**src/mcet_pkg.sv**
```systemverilog
`timescale 1ns / 1ps
package mcet_pkg;

  typedef enum logic [1:0] {
    OP_TICK   = 2'd0,
    OP_CREATE = 2'd1,
    OP_KILL   = 2'd2,
    OP_TIME   = 2'd3
  } op_e;

  localparam logic [0:0]  REG_TICK_STEP   = 1'b0;
  localparam logic [0:0]  REG_START_TIME  = 1'b1;
  localparam logic [9:0]  TICK_STEP_RESET = 10'd10;
  localparam logic [15:0] MAX_ID          = 16'hFFFF;
  localparam int          MAX_RESULTS     = 16;
  localparam logic [1:0]  CK_UNKNOWN      = 2'd3;

  // Mode word: bit 0 one-shot, bits 2:1 callback kind, bit 3 native.
  typedef struct packed {
    op_e         op;
    logic [15:0] delay;
    logic [31:0] handler;
    logic [31:0] user;
    logic [3:0]  mode;
    logic [15:0] kill_id;
  } cmd_t;

  typedef struct packed {
    logic        status;
    logic [15:0] timer_id;
    logic [31:0] handler;
    logic [31:0] user;
    logic [1:0]  kind;
    logic        native;
    logic [31:0] sys_time;
    logic        last;
  } res_t;

endpackage

```
**src/mcet_front.sv**
```systemverilog
`timescale 1ns / 1ps
module mcet_front import mcet_pkg::*; (
  input  logic        clk_i,
  input  logic        rst_ni,
  input  logic        in_valid_i,
  output logic        in_stall_o,
  input  logic [1:0]  kind_i,
  input  logic [15:0] delay_i,
  input  logic [31:0] handler_i,
  input  logic [31:0] user_value_i,
  input  logic        one_shot_i,
  input  logic [1:0]  callback_kind_i,
  input  logic        native_call_i,
  input  logic [15:0] kill_id_i,
  output logic        q_valid_o,
  output cmd_t        q_cmd_o,
  input  logic        q_pop_i
);

  cmd_t       buf_q [2];
  logic       wr_ptr_q, rd_ptr_q;
  logic [1:0] cnt_q;
  cmd_t       cmd;
  logic       push;

  always_comb begin
    cmd         = '0;
    cmd.op      = op_e'(kind_i);
    cmd.delay   = delay_i;
    cmd.handler = handler_i;
    cmd.user    = user_value_i;
    cmd.mode    = {native_call_i, callback_kind_i, one_shot_i};
    cmd.kill_id = kill_id_i;
  end

  assign in_stall_o = (cnt_q == 2'd2);
  assign push       = in_valid_i && !in_stall_o;
  assign q_valid_o  = (cnt_q != 2'd0);
  assign q_cmd_o    = buf_q[rd_ptr_q];

  always_ff @(posedge clk_i or negedge rst_ni) begin
    if (!rst_ni) begin
      wr_ptr_q <= 1'b0;
      rd_ptr_q <= 1'b0;
      cnt_q    <= 2'd0;
    end else begin
      if (push) wr_ptr_q <= ~wr_ptr_q;
      if (q_pop_i) rd_ptr_q <= ~rd_ptr_q;
      cnt_q <= cnt_q + 2'(push) - 2'(q_pop_i);
    end
  end

  always_ff @(posedge clk_i) begin
    if (push) buf_q[wr_ptr_q] <= cmd;
  end

endmodule

```
**src/mcet_back.sv**
```systemverilog
`timescale 1ns / 1ps
module mcet_back import mcet_pkg::*; #(
  parameter int NUM_TIMERS = 16
) (
  input  logic        clk_i,
  input  logic        rst_ni,
  input  logic        cfg_we_i,
  input  logic [0:0]  cfg_index_i,
  input  logic [31:0] cfg_data_i,
  input  logic        q_valid_i,
  input  cmd_t        q_cmd_i,
  output logic        q_pop_o,
  output logic        out_valid_o,
  input  logic        out_stall_i,
  output res_t        out_res_o
);

  localparam int SW = (NUM_TIMERS > 1) ? $clog2(NUM_TIMERS) : 1;
  localparam int CW = $clog2(NUM_TIMERS + 1);

  typedef struct packed {
    logic [15:0] id;
    logic [15:0] period;
    logic [15:0] remain;
    logic [31:0] handler;
    logic [31:0] user;
    logic [3:0]  mode;
  } ent_t;

  typedef enum logic [1:0] {S_IDLE, S_READ, S_EXEC, S_FINAL} state_e;

  state_e          state_q;
  ent_t            mem [NUM_TIMERS];
  ent_t            rd_q;
  logic [SW-1:0]   order_q [NUM_TIMERS];
  logic [NUM_TIMERS-1:0] valid_q;
  logic [CW-1:0]   cnt_q;
  logic [SW-1:0]   walk_q;
  logic [9:0]      step_q;
  logic [31:0]     clock_q;
  logic [4:0]      n_q;
  logic            pend_v_q;
  res_t            pend_q;
  logic            out_valid_q;
  res_t            out_q;

  logic          out_free, rd_en, wr_en, fire, audible, tick_go, create_ok, cr_now;
  logic          last_pos;
  logic [SW-1:0] rd_addr, wr_addr, free_idx, cur_slot;
  ent_t          wr_data;
  res_t          fire_res;
  res_t          pend_last;

  assign out_free    = !out_valid_q || !out_stall_i;
  assign out_valid_o = out_valid_q;
  assign out_res_o   = out_q;
  assign cur_slot    = order_q[walk_q];
  assign last_pos    = (CW'(walk_q) + CW'(1) == cnt_q);

  function automatic res_t mk(logic st, logic [15:0] id, logic [31:0] t, logic lst);
    res_t r;
    r = '0;
    r.status   = st;
    r.timer_id = id;
    r.sys_time = t;
    r.last     = lst;
    return r;
  endfunction

  always_comb begin
    free_idx = '0;
    for (int i = NUM_TIMERS - 1; i >= 0; i--) begin
      if (!valid_q[i]) free_idx = SW'(i);
    end
    fire      = ({6'd0, step_q} > rd_q.remain);
    audible   = fire && (rd_q.mode[2:1] != CK_UNKNOWN) && (rd_q.handler != '0) &&
                (n_q < 5'(MAX_RESULTS));
    tick_go   = !(audible && pend_v_q && !out_free);
    create_ok = (cnt_q != CW'(NUM_TIMERS)) && (rd_q.id != MAX_ID);
    cr_now    = (state_q == S_IDLE) && q_valid_i && (q_cmd_i.op == OP_CREATE) &&
                (cnt_q == '0) && out_free;
    fire_res          = '0;
    fire_res.timer_id = rd_q.id;
    fire_res.handler  = rd_q.handler;
    fire_res.user     = rd_q.user;
    fire_res.kind     = rd_q.mode[2:1];
    fire_res.native   = rd_q.mode[3];
    fire_res.sys_time = clock_q;
    pend_last         = pend_q;
    pend_last.last    = 1'b1;
    rd_en   = (state_q == S_READ);
    rd_addr = cur_slot;
    wr_en   = 1'b0;
    wr_addr = free_idx;
    wr_data = rd_q;
    if (cr_now || ((state_q == S_EXEC) && (q_cmd_i.op == OP_CREATE) && create_ok &&
                   out_free)) begin
      wr_en          = 1'b1;
      wr_data.id     = cr_now ? 16'd1 : rd_q.id + 16'd1;
      wr_data.period = q_cmd_i.delay;
      wr_data.remain = q_cmd_i.delay;
      wr_data.handler = q_cmd_i.handler;
      wr_data.user   = q_cmd_i.user;
      wr_data.mode   = q_cmd_i.mode;
    end else if ((state_q == S_EXEC) && (q_cmd_i.op == OP_TICK) && tick_go) begin
      wr_en          = 1'b1;
      wr_addr        = cur_slot;
      wr_data.remain = fire ? rd_q.period : rd_q.remain - {6'd0, step_q};
    end
  end

  always_ff @(posedge clk_i) begin
    if (wr_en) mem[wr_addr] <= wr_data;
    if (rd_en) rd_q <= mem[rd_addr];
  end

  always_ff @(posedge clk_i or negedge rst_ni) begin
    if (!rst_ni) begin
      state_q     <= S_IDLE;
      valid_q     <= '0;
      cnt_q       <= '0;
      walk_q      <= '0;
      step_q      <= TICK_STEP_RESET;
      clock_q     <= '0;
      n_q         <= '0;
      pend_v_q    <= 1'b0;
      pend_q      <= '0;
      out_valid_q <= 1'b0;
      out_q       <= '0;
      q_pop_o     <= 1'b0;
      for (int j = 0; j < NUM_TIMERS; j++) order_q[j] <= '0;
    end else begin
      q_pop_o <= 1'b0;
      if (out_valid_q && !out_stall_i) out_valid_q <= 1'b0;
      unique case (state_q)
        S_IDLE: begin
          if (q_valid_i && !q_pop_o) begin
            unique case (q_cmd_i.op)
              OP_TIME: begin
                if (out_free) begin
                  out_valid_q <= 1'b1;
                  out_q       <= mk(1'b0, 16'd0, clock_q, 1'b1);
                  q_pop_o     <= 1'b1;
                end
              end
              OP_CREATE: begin
                if (cnt_q == '0) begin
                  if (out_free) begin
                    valid_q[free_idx] <= 1'b1;
                    order_q[0]        <= free_idx;
                    cnt_q             <= CW'(1);
                    out_valid_q       <= 1'b1;
                    out_q             <= mk(1'b0, 16'd1, clock_q, 1'b1);
                    q_pop_o           <= 1'b1;
                  end
                end else begin
                  walk_q  <= SW'(cnt_q - CW'(1));
                  state_q <= S_READ;
                end
              end
              OP_KILL: begin
                if (cnt_q == '0) begin
                  if (out_free) begin
                    out_valid_q <= 1'b1;
                    out_q       <= mk(1'b1, q_cmd_i.kill_id, clock_q, 1'b1);
                    q_pop_o     <= 1'b1;
                  end
                end else begin
                  walk_q  <= '0;
                  state_q <= S_READ;
                end
              end
              default: begin
                clock_q  <= clock_q + {22'd0, step_q};
                n_q      <= '0;
                pend_v_q <= 1'b0;
                walk_q   <= SW'(cnt_q - CW'(1));
                state_q  <= (cnt_q == '0) ? S_FINAL : S_READ;
              end
            endcase
          end
        end
        S_READ: state_q <= S_EXEC;
        S_EXEC: begin
          unique case (q_cmd_i.op)
            OP_CREATE: begin
              if (out_free) begin
                out_valid_q <= 1'b1;
                if (create_ok) begin
                  valid_q[free_idx]   <= 1'b1;
                  order_q[SW'(cnt_q)] <= free_idx;
                  cnt_q               <= cnt_q + CW'(1);
                  out_q <= mk(1'b0, rd_q.id + 16'd1, clock_q, 1'b1);
                end else begin
                  out_q <= mk(1'b1, 16'd0, clock_q, 1'b1);
                end
                q_pop_o <= 1'b1;
                state_q <= S_IDLE;
              end
            end
            OP_KILL: begin
              if (rd_q.id == q_cmd_i.kill_id) begin
                if (out_free) begin
                  valid_q[cur_slot] <= 1'b0;
                  for (int j = 0; j < NUM_TIMERS - 1; j++) begin
                    if (j >= int'(walk_q)) order_q[j] <= order_q[j+1];
                  end
                  cnt_q       <= cnt_q - CW'(1);
                  out_valid_q <= 1'b1;
                  out_q       <= mk(1'b0, q_cmd_i.kill_id, clock_q, 1'b1);
                  q_pop_o     <= 1'b1;
                  state_q     <= S_IDLE;
                end
              end else if (last_pos) begin
                if (out_free) begin
                  out_valid_q <= 1'b1;
                  out_q       <= mk(1'b1, q_cmd_i.kill_id, clock_q, 1'b1);
                  q_pop_o     <= 1'b1;
                  state_q     <= S_IDLE;
                end
              end else begin
                walk_q  <= walk_q + SW'(1);
                state_q <= S_READ;
              end
            end
            default: begin
              if (tick_go) begin
                if (audible) begin
                  // The previous firing is not the last one, so it goes out now.
                  if (pend_v_q) begin
                    out_valid_q <= 1'b1;
                    out_q       <= pend_q;
                  end
                  pend_q   <= fire_res;
                  pend_v_q <= 1'b1;
                  n_q      <= n_q + 5'd1;
                end
                if (fire && rd_q.mode[0]) begin
                  valid_q[cur_slot] <= 1'b0;
                  for (int j = 0; j < NUM_TIMERS - 1; j++) begin
                    if (j >= int'(walk_q)) order_q[j] <= order_q[j+1];
                  end
                  cnt_q <= cnt_q - CW'(1);
                end
                if (walk_q == '0) begin
                  state_q <= S_FINAL;
                end else begin
                  walk_q  <= walk_q - SW'(1);
                  state_q <= S_READ;
                end
              end
            end
          endcase
        end
        default: begin
          if (out_free) begin
            out_valid_q <= 1'b1;
            if (pend_v_q) begin
              out_q <= pend_last;
            end else begin
              out_q <= mk(1'b0, 16'd0, clock_q, 1'b1);
            end
            q_pop_o <= 1'b1;
            state_q <= S_IDLE;
          end
        end
      endcase
      if (cfg_we_i) begin
        if (cfg_index_i == REG_TICK_STEP) step_q <= cfg_data_i[9:0];
        if (cfg_index_i == REG_START_TIME) clock_q <= cfg_data_i;
      end
    end
  end

endmodule

```
**src/multi_channel_event_timer_top.sv**
```systemverilog
`timescale 1ns / 1ps
// Table of periodic and one-shot timers.
// Input channel (in_valid_i / in_stall_o) takes one command beat: tick,
// create, kill or read system time. Output channel (out_valid_o /
// out_stall_i) gives result beats; last_o marks the final beat of a command.
// Commands pass through a two-entry queue into an executor that reads the
// timer memory one entry at a time, in a read state and an execute state.
// Read time and a create on an empty table are answered from the idle state;
// any other create first reads the newest entry, a kill searches entry by
// entry for its id, and a tick walks every live timer. One command executes
// at a time.
// A tick gives one beat per audible firing (at most 16), newest timer
// first, or one quiet beat when nothing fires audibly.
// Reset empties the table and the queue, sets the tick step to 10 ms and
// the system time to zero. No clearing pass is needed.
// When the receiver stalls, the output register holds its beat and the
// executor stalls at its next beat; the queue takes commands until full.
// Configuration: index 0 tick step, index 1 loads the system time.
module multi_channel_event_timer_top import mcet_pkg::*; #(
  parameter int NUM_TIMERS = 16
) (
  input  logic        clk_i,
  input  logic        rst_ni,
  input  logic        cfg_we_i,
  input  logic [0:0]  cfg_index_i,
  input  logic [31:0] cfg_data_i,
  input  logic        in_valid_i,
  output logic        in_stall_o,
  input  logic [1:0]  kind_i,
  input  logic [15:0] delay_i,
  input  logic [31:0] handler_i,
  input  logic [31:0] user_value_i,
  input  logic        one_shot_i,
  input  logic [1:0]  callback_kind_i,
  input  logic        native_call_i,
  input  logic [15:0] kill_id_i,
  output logic        out_valid_o,
  input  logic        out_stall_i,
  output logic        status_o,
  output logic [15:0] timer_id_o,
  output logic [31:0] fired_handler_o,
  output logic [31:0] fired_user_o,
  output logic [1:0]  fired_kind_o,
  output logic        fired_native_o,
  output logic [31:0] system_time_o,
  output logic        last_o
);

  logic q_valid, q_pop;
  cmd_t q_cmd;
  res_t res;

  mcet_front u_front (
    .clk_i, .rst_ni, .in_valid_i, .in_stall_o, .kind_i, .delay_i, .handler_i,
    .user_value_i, .one_shot_i, .callback_kind_i, .native_call_i, .kill_id_i,
    .q_valid_o(q_valid), .q_cmd_o(q_cmd), .q_pop_i(q_pop)
  );

  mcet_back #(.NUM_TIMERS(NUM_TIMERS)) u_back (
    .clk_i, .rst_ni, .cfg_we_i, .cfg_index_i, .cfg_data_i,
    .q_valid_i(q_valid), .q_cmd_i(q_cmd), .q_pop_o(q_pop),
    .out_valid_o, .out_stall_i, .out_res_o(res)
  );

  assign status_o        = res.status;
  assign timer_id_o      = res.timer_id;
  assign fired_handler_o = res.handler;
  assign fired_user_o    = res.user;
  assign fired_kind_o    = res.kind;
  assign fired_native_o  = res.native;
  assign system_time_o   = res.sys_time;
  assign last_o          = res.last;

endmodule

```
**config.mk**
```make
export PLATFORM = sky130hd
export DESIGN_NAME = multi_channel_event_timer_top
export DESIGN_NICKNAME = d
export VERILOG_FILES = /design/src/mcet_pkg.sv /design/src/mcet_front.sv /design/src/mcet_back.sv /design/src/multi_channel_event_timer_top.sv
export SDC_FILE = /design/constraint.sdc
export NUM_CORES = 2
export LEC_CHECK = 0
export BUFFER_PORTS_ARGS = -buffer_cell sky130_fd_sc_hd__buf_2
export CAP_MARGIN = 5
export CORE_UTILIZATION = 35
export CTS_BUF_LIST = sky130_fd_sc_hd__clkbuf_16
export DETAILED_ROUTE_END_ITERATION = 16
export GPL_ROUTABILITY_DRIVEN = 0
export PLACE_DENSITY = 0.56
export REMOVE_ABC_BUFFERS = 1
export SKIP_LAST_GASP = 1
export SYNTH_ARGS = -nofsm -noshare
export SYNTH_HDL_FRONTEND = slang
export SYNTH_SLANG_ARGS = --single-unit
```
**constraint.sdc**
```tcl
create_clock -name clk_i -period 22.8 [get_ports clk_i]
set_input_delay 5.7 -clock clk_i [delete_from_list [all_inputs] [get_ports clk_i]]
set_output_delay 5.7 -clock clk_i [all_outputs]
set_load 0.03 [all_outputs]
```
==> flow_results.org <==
** Run status
- Result of the run :: finished clean

** CTS
- Root Driver :: sky130_fd_sc_hd__clkbuf_16
- Clock net sink count :: roughly 2600
- The clock passes through at most 4 buffers.
- Number of H-tree levels :: 5
- Clock latency on the worst-skew pair :: 0.88 ns
- TritonCTS built the clock tree.
- Resize count post-CTS :: 0
- Post-CTS timing repair inserted 0 buffers for setup.
- Clock Pin Slew Worst Setup and Hold Paths :: 0.06 ns
- Buffers inserted during clock tree synthesis total between 200 and 300.
- After clock tree synthesis, the flow added hold-fix buffers numbering 0.

** Drt
- Pre-Repair DR Iteration Count :: 6
- Post-route antenna net violation count :: 0
- Routed length per instance :: 24.8 µm
- For this block, the initial DRC count from the detailed router was roughly 6500.
- Detailed-route via count :: 67800
- Total wirelength of the detailed-routed design :: 302000 µm
- Average via count per standard cell :: 5.57
- DR DRC count :: 0

** Setup path
- At the worst endpoint, the arrival time is 11.09 ns.
- Element type at the critical path end :: register
- Count of buffering cells on the critical path with inverters included :: 5
- Highest net fanout along the worst path :: 129
- At the worst endpoint, the required time is ~23 ns.
- Cell family contributing the most delay on the critical path :: buffers and inverters
- In this design, the stage delay of the slowest critical-path cell is around 0.93 ns.
- Counting stages on the worst path, the most repeated cell is sky130_fd_sc_hd__buf_4.
- The worst setup path is launched from an input port.
- CP max stage cell :: sky130_fd_sc_hd__buf_4
- Cell breakdown of the critical path :: buf_2 -> nand2_2 -> nand2_1 -> or4_1 -> a21boi_4 -> buf_4 -> buf_12 -> a31oi_1 -> nor2_4 -> buf_4 -> buf_4
- By startpoint and endpoint, the worst setup path is classified as input port to register.

** Global routing
- Overall routing resource usage :: 19.2%
- The number of global-route vias before repair is ~66000.
- The number of antenna violations at the first check in global routing was 18.
- Entering global routing, the biggest net connects around 210 pins.
- Global-route congestion overflow total :: 0
- First-pass GRT wire length :: 446000 µm

** Synthesis
- The share of synthesized area in the top cell type comes to between 60 and 70%.
- Proportion of register bits with asynchronous set or reset after synthesis :: 14.8%
- Avg Cell Area, Syn :: 13.6 µm²
- After technology mapping, the gate count stands at 7845.
- Multiplexer share of the synthesized area :: about 3.7%
- Most used standard cell by instance count after synthesis :: sky130_fd_sc_hd__edfxtp_1
- The synthesized netlist devotes between 10% and 20% of its cell area to compound gates.
- Leading area contributor after synthesis :: sky130_fd_sc_hd__edfxtp_1
- Adder-cell area share of the yosys netlist :: less than 1%
- Synth area leaders :: sky130_fd_sc_hd__edfxtp_1, sky130_fd_sc_hd__dfrtp_1, sky130_fd_sc_hd__nand2_1
- The synthesized netlist occupies a cell area of 106000 µm².
- #FFs+latches synth :: roughly 2600
- Counting distinct cell types in the post-synthesis netlist gives 86.
- Of the total synthesized cell area, the portion taken by XOR and XNOR cells is less than 1%.
- After synthesis, flip-flops and latches occupy between 70% and 80% of the total area.
- Largest family of logic cells by synthesized area :: compound AO/OA/AOI/OAI gates
- For this run, the number of Yosys warnings is 0.
- Count of flip-flops with a built-in enable after synthesis :: about 2200
- The most used flip-flop cell after synthesis is sky130_fd_sc_hd__edfxtp_1.
- Commonest cells post-synth :: sky130_fd_sc_hd__edfxtp_1, sky130_fd_sc_hd__nand2_1, sky130_fd_sc_hd__a211oi_1, sky130_fd_sc_hd__a31oi_1, sky130_fd_sc_hd__clkbuf_1
- Area share of and/or/nand/nor cells after synthesis :: 9.50%

** Floorplan
- The die is 553 µm tall.
- After floorplanning, the core was divided into roughly 200 placement rows.
- From left edge to right edge, the die measures 553 µm.
- Once the floorplan was initialized, standard cells occupied 35.3% of the core.
- The region available for standard cell placement spans approximately 300000 µm².
- DIE AREA :: 306000 µm²
- between 200 and 300 I/O pins were placed.

** STA
- Post-route fraction of the period consumed by the critical path :: 46.6%
- Counting I/O delays and the setup requirement, the final critical path takes about 11 ns.
- Setup Viol. Count Final :: 0
- RSZ-0062 raised after global routing :: false
- At the pin with the least slew margin, the transition time is 1.33 ns.
- The worst pin sits at a relative slew slack of ~11%.
- TNS Setup :: 0 ns
- Across the routed clock network, the largest skew measured is 0.0989 ns.
- Pins Over Slew Limit :: 0
- The hold violation total from the final report came to 0.
- Based on the critical path, the design can be clocked at up to 94.1 MHz.

** Placed design
- The number of placed instances, taps included, is 11700.
- Post-DP HPWL :: approximately 170000 µm
- During placement, the flow inserted port buffers numbering 258.

** Layout
- Compared with the post-synthesis result, the final layout area differs by 13.7%.
- Post-layout net count :: 8190
- Non-filler instance count after layout :: 12200
- Number of inserted filler cells in the final layout :: 27600
- Fraction of final layout cells sized beyond drive strength 1 :: 13.9%

** Worst hold path
- Path category of the worst min-delay check :: register to register

** Pwr
- The analysis attributes to cell leakage a power of 42.0 nW.
- Max rail drop VDD :: 0.133 mV
- Dividing total power by cell area gives a power density of ~140 nW/µm².
- The design draws between 15 and 20 mW.

** Flow run
- Max-cap violations in this run came to 0.
## final timing paths
| kind | endpoint | slack (ns) | from | depth (start not counted) |
|---|---|---|---|---|
| worst max-delay path | u_back.mem[10][58] | 12.17 | out_stall_i | 11 |
| worst min-delay path | u_back.out_res_o[97] | 0.48 | u_back.pend_last[97] | 1 |
| worst max register to register | u_back.mem[10][58] | 15.32 | u_back.fire_res[74] | 10 |
| worst min register to register | u_back.out_res_o[97] | 0.48 | u_back.pend_last[97] | 1 |
| max in group asynchronous | u_back.pend_last[80] | 15.60 | rst_ni | 3 |
| min in group asynchronous | u_back.out_res_o[8] | 4.88 | rst_ni | 1 |
## power by group
| group | total [mW] | switching (mW) | leakage (nW) | internal [mW] |
|---|---|---|---|---|
| combinational | 5.78 | 4.06 | 12.8 | 1.72 |
| clock | 4.31 | 1.83 | 4.45 | 2.48 |
| sequential | 6.76 | 0.427 | 24.8 | 6.34 |
## metal layers
layer / wire length [µm] / track usage [%] / part of all wire (%)
met1: 135000 / 27.1 / 44
met2: 140000 / 30.6 / 46
met3: 20100 / 2.99 / 6.6
met4: 8150 / 5.24 / 2.7
met5: 18 / 0 / 0.0060
## final cells by class
class	instances	area (µm²)	share of cell area [%]
Inverter	49	184	0.152
Multi-Input combinational cell	4657	29300	24.2
Tap cell	3958	4950	4.10
Antenna cell	3	7.51	0.00621
Sequential cell	2553	74800	61.9
Timing Repair Buffer	473	3040	2.52
Clock buffer	286	7160	5.92
Clock inverter	199	1430	1.19
## logic make-up (layout without fill, tap and decap cells)
logic type	after synthesis	after routing
AO/OA/AOI/OAI	2006	2006
XOR/XNOR	71	71
adder cells (fa/ha/maj)	41	41
buffers and inverters	635	1007
flip-flops	2553	2553
multiplexers	343	343
other	0	3
AND/OR/NAND/NOR	2196	2196
## flip-flops by register name, indices dropped and copies added, names as in the netlist, 2 cells and up
signal	cells
u_back.valid_q	16
u_back.fire_res	83
u_front.cnt_q	2
u_back.rd_q	33
u_back.walk_q	4
u_back.clock_q	32
u_back.cnt_q	5
u_back.step_q	10
u_back.n_q	5
u_back.order_q	64
u_back.pend_last	115
u_back.state_q	2
u_back.out_res_o	117
u_front.buf_q	204
u_back.mem	1856
## layout by cell type, fill, tap and decap left out, types with 212 or more instances in the layout
cell and count:
sky130_fd_sc_hd__clkbuf_16 286, sky130_fd_sc_hd__buf_2 257, sky130_fd_sc_hd__nand2_1 1276, sky130_fd_sc_hd__mux2_2 221, sky130_fd_sc_hd__a22oi_1 302, sky130_fd_sc_hd__a31oi_1 503
sky130_fd_sc_hd__a211oi_1 509, sky130_fd_sc_hd__and2_1 342, sky130_fd_sc_hd__dfrtp_1 374, sky130_fd_sc_hd__edfxtp_1 2176, sky130_fd_sc_hd__o21ai_0 212
## stage by stage
step	setup WS (ns)	hold slack [ns]	utilization [%]	area, µm²
after CTS	12.14	0.492	40.1	121000
after detailed placement	11.25	0.479	37.3	112000
after global routing	11.95	0.505	40.1	121000
after global placement	11.31	0.477	37.3	112000
final	12.17	0.484	40.1	121000
after floorplan	-20.24	0.461	-	104000
Power figures use the tool's default switching activity.
